--- config.mk ---
export PLATFORM = sky130hd
export DESIGN_NAME = base64_decoder
export DESIGN_NICKNAME = d
export VERILOG_FILES = /design/src/hdl/b64d_pkg.sv /design/src/hdl/b64d_decode.sv /design/src/hdl/b64d_out_queue.sv /design/src/hdl/base64_decoder.sv
export SDC_FILE = /design/constraint.sdc
export NUM_CORES = 1
export LEC_CHECK = 0
export BUFFER_PORTS_ARGS = -buffer_cell sky130_fd_sc_hd__buf_2
export CAP_MARGIN = 10
export CORE_ASPECT_RATIO = 1.25
export CORE_UTILIZATION = 35
export CTS_CLUSTER_SIZE = 30
export DETAILED_ROUTE_END_ITERATION = 8
export PLACE_DENSITY = 0.53
export SYNTH_ARGS = -nofsm -noshare
export SYNTH_HDL_FRONTEND = slang
export SYNTH_SLANG_ARGS = --single-unit
--- constraint.sdc ---
create_clock -name clk -period 4.2 [get_ports clk]
set_clock_uncertainty 0.15 [all_clocks]
set_input_delay 1.05 -clock clk [delete_from_list [all_inputs] [get_ports clk]]
set_output_delay 1.05 -clock clk [all_outputs]
set_load 0.1 [all_outputs]
--- src/hdl/b64d_pkg.sv ---
// ----------------------------------------------------------------------------
// b64d_pkg
// Shared types, constants and the alphabet lookup of the base64 decoder.
// ----------------------------------------------------------------------------
package b64d_pkg;

	typedef enum logic [1:0] {
		ST_OK      = 2'd0,
		ST_INVALID = 2'd1,
		ST_PADDING = 2'd2,
		ST_LENGTH  = 2'd3
	} status_t;

	localparam logic [7:0] PAD_CHAR       = 8'h3D;
	localparam logic [6:0] SEXTET_INVALID = 7'd64;

	// Result queue geometry.
	localparam int QDEPTH = 4;
	localparam int QAW    = $clog2(QDEPTH);
	localparam int QCW    = $clog2(QDEPTH + 1);

	// One decoded group (or one error) as it waits to be sent out word by word.
	typedef struct packed {
		logic [23:0] bits;
		logic [1:0]  nbytes;
		logic        is_final;
		status_t     status;
	} pkt_t;

	// Map a character to its 6-bit value; bit 6 set marks a byte outside the alphabet.
	function automatic logic [6:0] sextet_of(input logic [7:0] c);
		logic [6:0] v;
		v = SEXTET_INVALID;
		if (c >= 8'h41 && c <= 8'h5A) begin
			v = 7'(c - 8'd65);
		end else if (c >= 8'h61 && c <= 8'h7A) begin
			v = 7'(c - 8'd71);
		end else if (c >= 8'h30 && c <= 8'h39) begin
			v = 7'(c + 8'd4);
		end else if (c == 8'h2B) begin
			v = 7'd62;
		end else if (c == 8'h2F) begin
			v = 7'd63;
		end else if (c == PAD_CHAR) begin
			v = 7'd0;
		end
		return v;
	endfunction

endpackage

--- src/hdl/b64d_decode.sv ---
// ----------------------------------------------------------------------------
// b64d_decode
// Input register, group state and the single-pass decode of one character.
// ----------------------------------------------------------------------------
module b64d_decode (
	input  logic           clk,
	input  logic           arst_n,
	input  logic           in_valid,
	output logic           in_stall,
	input  logic [7:0]     character,
	input  logic           final_char,
	input  logic           q_full,
	output logic           push,
	output b64d_pkg::pkt_t pkt
);
	import b64d_pkg::*;

	logic        valid_s1;
	logic [7:0]  char_s1;
	logic        final_s1;

	logic [23:0] bits_q;
	logic [1:0]  pos_q;
	logic [1:0]  pad_q;
	logic        skip_q;

	logic [23:0] nxt_bits;
	logic [1:0]  nxt_pos;
	logic [1:0]  nxt_pad;
	logic        nxt_skip;

	logic        fire;
	logic        accept;
	logic [6:0]  sext;
	logic        is_pad;
	logic [23:0] shifted;
	logic [2:0]  pads;
	logic        err;
	logic        emit;
	status_t     err_st;

	assign fire     = valid_s1 && !q_full;
	assign in_stall = valid_s1 && q_full;
	assign accept   = in_valid && !in_stall;

	always_ff @(posedge clk or negedge arst_n) begin
		if (!arst_n) begin
			valid_s1 <= 1'b0;
		end else if (accept) begin
			valid_s1 <= 1'b1;
		end else if (fire) begin
			valid_s1 <= 1'b0;
		end
	end

	always_ff @(posedge clk) begin
		if (accept) begin
			char_s1  <= character;
			final_s1 <= final_char;
		end
	end

	assign sext    = sextet_of(char_s1);
	assign is_pad  = (char_s1 == PAD_CHAR);
	assign shifted = {bits_q[17:0], sext[5:0]};
	assign pads    = {1'b0, pad_q} + {2'b00, is_pad};

	always_comb begin
		nxt_bits = bits_q;
		nxt_pos  = pos_q;
		nxt_pad  = pad_q;
		nxt_skip = skip_q;
		err      = 1'b0;
		emit     = 1'b0;
		err_st   = ST_OK;
		if (skip_q) begin
			// Dropping after an error: only the final character matters.
			if (final_s1) begin
				nxt_skip = 1'b0;
			end
		end else if (final_s1 && pos_q != 2'd3) begin
			err    = 1'b1;
			err_st = ST_LENGTH;
		end else if (sext[6]) begin
			err    = 1'b1;
			err_st = ST_INVALID;
		end else if (pad_q != 2'd0 && !is_pad) begin
			err    = 1'b1;
			err_st = ST_PADDING;
		end else if (pos_q != 2'd3) begin
			nxt_bits = shifted;
			nxt_pos  = pos_q + 2'd1;
			nxt_pad  = pads[1:0];
		end else if (pads > 3'd2 || (pads != 3'd0 && !final_s1)) begin
			err    = 1'b1;
			err_st = ST_PADDING;
		end else begin
			emit     = 1'b1;
			nxt_bits = '0;
			nxt_pos  = 2'd0;
			nxt_pad  = 2'd0;
		end
		if (err) begin
			nxt_bits = '0;
			nxt_pos  = 2'd0;
			nxt_pad  = 2'd0;
			nxt_skip = !final_s1;
		end
	end

	always_comb begin
		push         = fire && (err || emit);
		pkt.bits     = emit ? shifted : 24'd0;
		pkt.nbytes   = err ? 2'd1 : 2'(3'd3 - pads);
		pkt.is_final = final_s1;
		pkt.status   = err_st;
	end

	always_ff @(posedge clk or negedge arst_n) begin
		if (!arst_n) begin
			bits_q <= '0;
			pos_q  <= 2'd0;
			pad_q  <= 2'd0;
			skip_q <= 1'b0;
		end else if (fire) begin
			bits_q <= nxt_bits;
			pos_q  <= nxt_pos;
			pad_q  <= nxt_pad;
			skip_q <= nxt_skip;
		end
	end

`ifndef SYNTH
	a_skip_clean: assert property (@(posedge clk) disable iff (!arst_n)
		skip_q |-> (pos_q == 2'd0 && pad_q == 2'd0))
		else $error("group state not cleared while dropping input");
	a_pad_pos: assert property (@(posedge clk) disable iff (!arst_n)
		(pad_q != 2'd0) |-> (pos_q != 2'd0))
		else $error("padding counted at the start of a group");
	a_push_room: assert property (@(posedge clk) disable iff (!arst_n)
		push |-> (!q_full && valid_s1))
		else $error("result pushed without room in the queue");
`endif

endmodule

--- src/hdl/b64d_out_queue.sv ---
// ----------------------------------------------------------------------------
// b64d_out_queue
// Queue of decoded groups and the serialiser that sends them out a word
// at a time.
// ----------------------------------------------------------------------------
module b64d_out_queue (
	input  logic           clk,
	input  logic           arst_n,
	input  logic           push,
	input  b64d_pkg::pkt_t pkt,
	output logic           q_full,
	output logic           out_valid,
	input  logic           out_stall,
	output logic [7:0]     data_byte,
	output logic           group_last,
	output logic           stream_end,
	output logic [1:0]     status
);
	import b64d_pkg::*;

	pkt_t             mem_q [QDEPTH];
	logic [QAW-1:0]   wr_ptr_q;
	logic [QAW-1:0]   rd_ptr_q;
	logic [QCW-1:0]   count_q;
	logic [1:0]       idx_q;

	pkt_t             head;
	logic             last;
	logic             pop;
	logic             send;

	assign head      = mem_q[rd_ptr_q];
	assign q_full    = (count_q == QCW'(QDEPTH));
	assign out_valid = (count_q != '0);
	assign send      = out_valid && !out_stall;
	assign last      = (idx_q == head.nbytes - 2'd1);
	assign pop       = send && last;

	always_comb begin
		case (idx_q)
			2'd0:    data_byte = head.bits[23:16];
			2'd1:    data_byte = head.bits[15:8];
			default: data_byte = head.bits[7:0];
		endcase
	end

	assign group_last = last;
	assign stream_end = last && head.is_final;
	assign status     = head.status;

	always_ff @(posedge clk) begin
		if (push) begin
			mem_q[wr_ptr_q] <= pkt;
		end
	end

	always_ff @(posedge clk or negedge arst_n) begin
		if (!arst_n) begin
			wr_ptr_q <= '0;
			rd_ptr_q <= '0;
			count_q  <= '0;
			idx_q    <= 2'd0;
		end else begin
			if (push) begin
				wr_ptr_q <= wr_ptr_q + QAW'(1);
			end
			if (pop) begin
				rd_ptr_q <= rd_ptr_q + QAW'(1);
				idx_q    <= 2'd0;
			end else if (send) begin
				idx_q <= idx_q + 2'd1;
			end
			if (push && !pop) begin
				count_q <= count_q + QCW'(1);
			end else if (pop && !push) begin
				count_q <= count_q - QCW'(1);
			end
		end
	end

`ifndef SYNTH
	a_count_range: assert property (@(posedge clk) disable iff (!arst_n)
		count_q <= QCW'(QDEPTH))
		else $error("result queue overfilled");
	a_idx_range: assert property (@(posedge clk) disable iff (!arst_n)
		out_valid |-> (idx_q < head.nbytes))
		else $error("word index beyond the bytes of its group");
	a_idx_idle: assert property (@(posedge clk) disable iff (!arst_n)
		!out_valid |-> (idx_q == 2'd0))
		else $error("word index left over with an empty queue");
`endif

endmodule

--- src/hdl/base64_decoder.sv ---
// ----------------------------------------------------------------------------
// base64_decoder
// Streaming base64 decoder, standard alphabet with '=' padding.
// ----------------------------------------------------------------------------
// One encoded character is taken per cycle, with final_char on the last one
// of a string. Every fourth character releases a group of up to three decoded
// bytes, each sent as one word on the output side; an error gives a single
// word with a non-zero status and zero data, after which characters are
// dropped up to the final one. A character is registered, decoded in one
// pass against the group state, and its words are written into a four-entry
// group queue when it has room. The input stalls only while that queue is full,
// which happens only when the output side is stalled, so with a free-running
// receiver one character is accepted every cycle.
module base64_decoder (
	input  logic       clk,
	input  logic       arst_n,
	input  logic       in_valid,
	output logic       in_stall,
	input  logic [7:0] character,
	input  logic       final_char,
	output logic       out_valid,
	input  logic       out_stall,
	output logic [7:0] data_byte,
	output logic       group_last,
	output logic       stream_end,
	output logic [1:0] status
);
	import b64d_pkg::*;

	logic q_full;
	logic push;
	pkt_t pkt;

	b64d_decode u_decode (
		.clk        (clk),
		.arst_n     (arst_n),
		.in_valid   (in_valid),
		.in_stall   (in_stall),
		.character  (character),
		.final_char (final_char),
		.q_full     (q_full),
		.push       (push),
		.pkt        (pkt)
	);

	b64d_out_queue u_out_queue (
		.clk        (clk),
		.arst_n     (arst_n),
		.push       (push),
		.pkt        (pkt),
		.q_full     (q_full),
		.out_valid  (out_valid),
		.out_stall  (out_stall),
		.data_byte  (data_byte),
		.group_last (group_last),
		.stream_end (stream_end),
		.status     (status)
	);

endmodule

## After elaboration in Yosys (flattened, before gate mapping)

Memories as Yosys holds them, arrays and structs flattened.
Cells that the tools add are included.

- Muxes and demuxes: 58
- Reduce and logical (&&, ||, !) cells: 32
- Add/subtract/negate cells: 12
- Equality and inequality tests: 12
- Order comparisons: 7

Operators by type and width:

| kind | number |
|---|---|
| $mux W18 | 7 |
| $mux W2 | 22 |
| $mux W7 | 6 |
| $eq A8 B6 Y1 const B | 3 |
| $mux W24 | 1 |
| $mux W1 | 19 |
| $ge A8 B7 Y1 const B | 2 |
| $le A8 B7 Y1 const B | 2 |
| $pmux W8 S2 | 1 |
| $logic_and A1 B1 Y1 | 15 |
| $sub A7 B7 Y7 const B | 2 |
| $add A2 B1 Y2 const B | 4 |
| $ge A8 B6 Y1 const B | 1 |
| $le A8 B6 Y1 const B | 1 |
| $reduce_bool A2 Y1 | 4 |
| $add A7 B3 Y7 const B | 1 |
| $logic_not A1 Y1 | 7 |
| $mux W3 | 2 |
| $ne A2 B2 Y1 const B | 3 |
| $reduce_and A6 Y1 | 1 |
| $reduce_bool A3 Y1 | 2 |
| $ne A2 B1 Y1 const B | 2 |
| $add A2 B1 Y3 | 1 |
| $add A3 B1 Y3 const B | 1 |
| other kinds (10) | 11 |

- Flip-flop bits (word level): 42
- Memories: 1
- Memory bits (writable): 116
- Output and inout port bits: 14
- Input bits: 13
- Word-level logic and storage cells: 133

Memory list:

| memory | words | width | rd ports | clocked after memory_dff | write ports | line | RTL |
|---|---|---|---|---|---|---|---|
| u_out_queue.mem_q | 4 | 29 | 1 | 0 | 1 | b64d_out_queue.sv:21 | `pkt_t mem_q [QDEPTH];` |

## Logic depth before layout (Yosys ltp)

- Word-level depth: 17
- Mapped depth: 14

## Cells and area by module

A second synthesis with hierarchy kept.

- Cells, all modules: 443
- Area total of the unflattened synthesis: 7,063.0 µm²

By module, submodules not included:

| module | cells each | area an instance (µm²) | times used |
|---|---|---|---|
| b64d_out_queue | 230 | 4,942.2 | 1 |
| b64d_decode | 213 | 2,120.8 | 1 |

## Worst setup path after synthesis

Ideal clock, no wire load.

- Path type: register -> output
- Start point: reg u_out_queue.idx_q[0]
- End point: out data_byte[0]
- Stages on the path, launching flop included: 7
- Path slack: -355 ps
- Data arrival time: 3,355 ps
- Required time: 3,000 ps
- Path buffers: 2
- Cells stage by stage: dfrtp_1 > inv_1 > ha_1 > buf_1 > or2_2 > buf_1 > o21ai_0

- Word-level cells in the longest chain between the ends: 2
- Elaborated cells between the ends (all ways): 3
- Those cells by class: eq/ne (1); mux (1); reduce/logical (1)

Ends and longest elaborated chain:

| element | line | RTL |
|---|---|---|
| from (decl) | b64d_out_queue.sv:25 | `logic [1:0] idx_q;` |
| from (signal assigned) | b64d_out_queue.sv:71 | `idx_q <= idx_q + 2'd1;` |
| $eq A2 B1 Y1 / $logic_not A2 Y1 (equally long branches) | b64d_out_queue.sv:40 | `case (idx_q)` |
| $pmux W8 S2 (*) | b64d_out_queue.sv:40 |  |
| to (decl) | base64_decoder.sv:23 | `output logic [7:0] data_byte,` |

Every way passes the cells marked *; elsewhere a longest branch is shown, timed or not.

## Worst setup path in the final report

- Start point: reg u_out_queue.rd_ptr_q[0]
- End point: out group_last

- Word-level cells in the longest chain between the ends: 3

Ends and longest elaborated chain:

| element | line | RTL |
|---|---|---|
| from (decl) | b64d_out_queue.sv:23 | `logic [QAW-1:0] rd_ptr_q;` |
| from (signal assigned) | b64d_out_queue.sv:68 | `rd_ptr_q <= rd_ptr_q + QAW'(1);` |
| $mem_v2 Z4 W29 | -- |  |
| $sub A2 B1 Y2 | b64d_out_queue.sv:36 | `assign last = (idx_q == head.nbytes - 2'd1);` |
| $eq A2 B2 Y1 | b64d_out_queue.sv:36 |  |
| to (decl) | base64_decoder.sv:24 | `output logic group_last,` |

Every way passes these cells.

==> impl_metrics.py <==
metrics = {
    "power": {
        "p_clk_share_pct": 26.2,
        "p_leak_nw": 2.91,
        "powerDensity_mw_per_mm2": 740,
        "p_int_mw": 3.53,
        "irDropWorstVdd_mv": 0.505,
        "pwr-share-comb_pct": 38.3,
        "p_sw_mw": 2.39,
        "swShare_pct": 40.4,
        "seq_power_share_pct": 35.5,
        "p_total_mw": 5.92,
    },
    "route": {
        "drt.antenna.violating_nets": 0,
        "viasPerCell": 4.98,
        "drc": 0,
        "vias": 3721,
        "wirelength_mm": 13.3,
        "drt_iter0_markers": 335,
        "wl_per_cell_um": 17.9,
        "drtPass1Iterations": 4,
    },
    "cts": {
        "cts_root_buf": "clkbuf_16",
        "cts_hold_buf": 0,
        "cts_resized": 0,
        "cts_buffer_depth": 2,
        "cts_tree": "done",
        "cts_made_buffers": 17,
        "cts_sinks": 158,
        "h-tree-depth": 4,
        "insertion_delay_ps": 420,
        "path_clk_slew_ps": 70,
        "post_cts_buffers": 0,
    },
    "sta": {
        "fmax_mhz": 262,
        "min_period_ps": 3810,
        "finalCritPeriodShare_pct": 90.8,
        "finalSetupViolCount": 0,
        "relSlewSlack_pct": 45.2,
        "worst_slack_ps": 386,
        "final_max_slew_viol_count": 0,
        "rsz0062_at_grt": "no",
        "worstMarginPinSlew_ps": 822,
        "hold_viol": 0,
    },
    "die": {
        "start_util_pct": 35.8,
        "fp.dieW_um": 128,
        "die_y_um": 160,
        "dieArea_mm2": 0.0205,
        "pin_count": 27,
        "rows": 57,
        "core-area_mm2": 0.0195,
    },
    "finish": {
        "final_cell_area_mm2": 0.00801,
        "fin_util_pct": 41.1,
        "stdcell_count": 747,
        "areaGrowthSynthToFinish_pct": 14.9,
        "layout-drive-gt1-share_pct": 24.9,
        "nFillCells": 1772,
        "diodes": 0,
        "nNetsFinal": 501,
    },
    "placement": {
        "dp_cells": 715,
        "dp_slack_ps": 693,
        "placed_cell_area_mm2": 0.00741,
        "place_hpwl_mm": 8.53,
        "numPortBuffers": 26,
        "place_congestion": 0.808,
    },
    "global_route": {
        "grt_overflow": 0,
        "grt.total_usage_pct": 13.9,
        "grt_max_degree": 34,
        "grt_pass1_wl_mm": 21.0,
        "antenna_found_initial": 0,
        "grt_pass1_vias": 3843,
    },
    "critical_path": {
        "setup.worst_path.class": "flop to output pin",
        "critPathLaunchType": "flop",
        "crit_required_ps": 3000,
        "end_kind": "output pin",
        "r2r-start": "u_decode.char_s1[1]",
        "startpoint": "u_out_queue.rd_ptr_q[0]",
        "crit_fanout": 25,
        "arrival_ps": 2610,
    },
    "min_path": {
        "worstHoldStart": "u_decode.bits_q[16]",
        "min-delay-path-class": "flop to flop",
    },
    "synth": {
        "synth_common_cells": "edfxtp_1 (125), dfrtp_1 (33), mux4_2 (29)",
        "synthMostInstantiatedCell": "edfxtp_1",
        "ys_seq_area_share_pct": 65.7,
        "synth_fp_nets": 467,
        "synth-edff-count": 125,
        "synth.distinct_cells": 62,
        "yosys-top-cells-area": "edfxtp_1 (54%), dfrtp_1 (12%), mux4_2 (9.4%), ha_1 (3.2%), and2_1 (2.2%)",
        "postSynthAreaPerCell_um2": 16.0,
        "ys_dominant_reg_cell": "edfxtp_1",
        "syn_area_mm2": 0.00697,
        "synth_cells": 435,
        "yosys_register_bits": 158,
        "yosys_warnings": 0,
        "synth_top_area_share_pct": 53.9,
        "async_flop_share_pct": 20.9,
        "synth_top_area_cell": "edfxtp_1",
    },
    "flow_run": {
        "cap_violations": 0,
    },
    "status": {
        "outcome": "completed",
    },
}
## worst paths after layout
kind / endpoint / slack, ps / cells past startpoint
setup / recovery: group_last / 390 / 5
hold / removal: u_decode.bits_q[16] / 350 / 1
setup reg to reg: u_out_queue.mem_q[3][27] / 710 / 13
hold reg to reg: u_decode.bits_q[16] / 350 / 1
max in group asynchronous: u_out_queue.rd_ptr_q[0] / 2770 / 1
min in group asynchronous: u_out_queue.count_q[0] / 560 / 1
## worst max-delay path, cell delays in order (launching register included)
cell	delay (ps)
dfrtp_2	500
buf_12	270
mux4_2	540
nand2b_1	160
o22ai_2	240
buf_2	480
## power by group through the flow
stage	Clock, mW	Sequential, mW	Combinational [mW]
after global placement	0	2.13	2.29
after global routing	1.64	2.13	2.41
after detailed placement	0	2.14	2.31
final	1.55	2.10	2.27
after floorplan	0	2.07	1.87
after CTS	1.59	2.11	2.31
## layout make-up
| class | count | area (um^2) | area share (%) |
|---|---|---|---|
| Inverter | 23 | 86.3 | 1.08 |
| Multi-Input combinational cell | 235 | 2190 | 27.4 |
| Clock inverter | 15 | 173 | 2.16 |
| Sequential cell | 158 | 4580 | 57.2 |
| Timing Repair Buffer | 34 | 218 | 2.72 |
| Clock buffer | 17 | 425 | 5.31 |
| Tap cell | 265 | 332 | 4.14 |
## sequential cells by signal (all words and copies together) (netlist names)
| register | flops |
|---|---|
| u_decode.bits_q | 18 |
| u_decode.char_s1 | 8 |
| u_decode.final_s1 | 1 |
| u_decode.pad_q | 2 |
| u_decode.pos_q | 2 |
| u_decode.skip_q | 1 |
| u_decode.valid_s1 | 1 |
| u_out_queue.count_q | 3 |
| u_out_queue.idx_q | 2 |
| u_out_queue.mem_q | 116 |
| u_out_queue.rd_ptr_q | 2 |
| u_out_queue.wr_ptr_q | 2 |
## through the flow
| stage | setup TNS [ps] | hold WS (ps) |
|---|---|---|
| 2_1_floorplan | -2840 | 303 |
| 3_3_place_gp | 0 | 334 |
| 3_5_place_dp | 0 | 338 |
| 4_1_cts | 0 | 353 |
| 5_1_grt | 0 | 363 |
| 6_report | 0 | 353 |
## metal layers
metal / track usage, % / up-vias / routed length [um]
met5: 0 / - / 0
met4: 6.42 / 0 / 286
met3: 2.91 / 19 / 282
met2: 24.7 / 53 / 7200
met1: 15.9 / 1909 / 5570
li1: - / 1740 / -
## cells in the final DEF (no fill, tap or decap), drive strengths merged, types with 3 or more instances in the layout
cell type and n:
nor2 14, clkinv 4, o31ai 3, buf 34, and3 3, nand2 23
o21ai 19, mux4 29, a21oi 9, a22oi 8, nor2b 4, edfxtp 125
xnor2 11, a221oi 3, and2 26, or2 3, dfrtp 33, clkbuf 17
nand3 5, a22o 15, ha 18, a21o 3, inv 32
## cell families after synthesis
group                      Yosys count  synth area share (%)
buffers and inverters               42                  2.85
muxes                               33                  9.98
adders and majority gates           19                  3.52
xor gates and xnor gates            13                  1.74
and+or+nand+nor                     95                  8.08
DFF                                158                  65.7
AOI/OAI and AO/OA                   75                  8.13
Power figures use the tool's default switching activity.
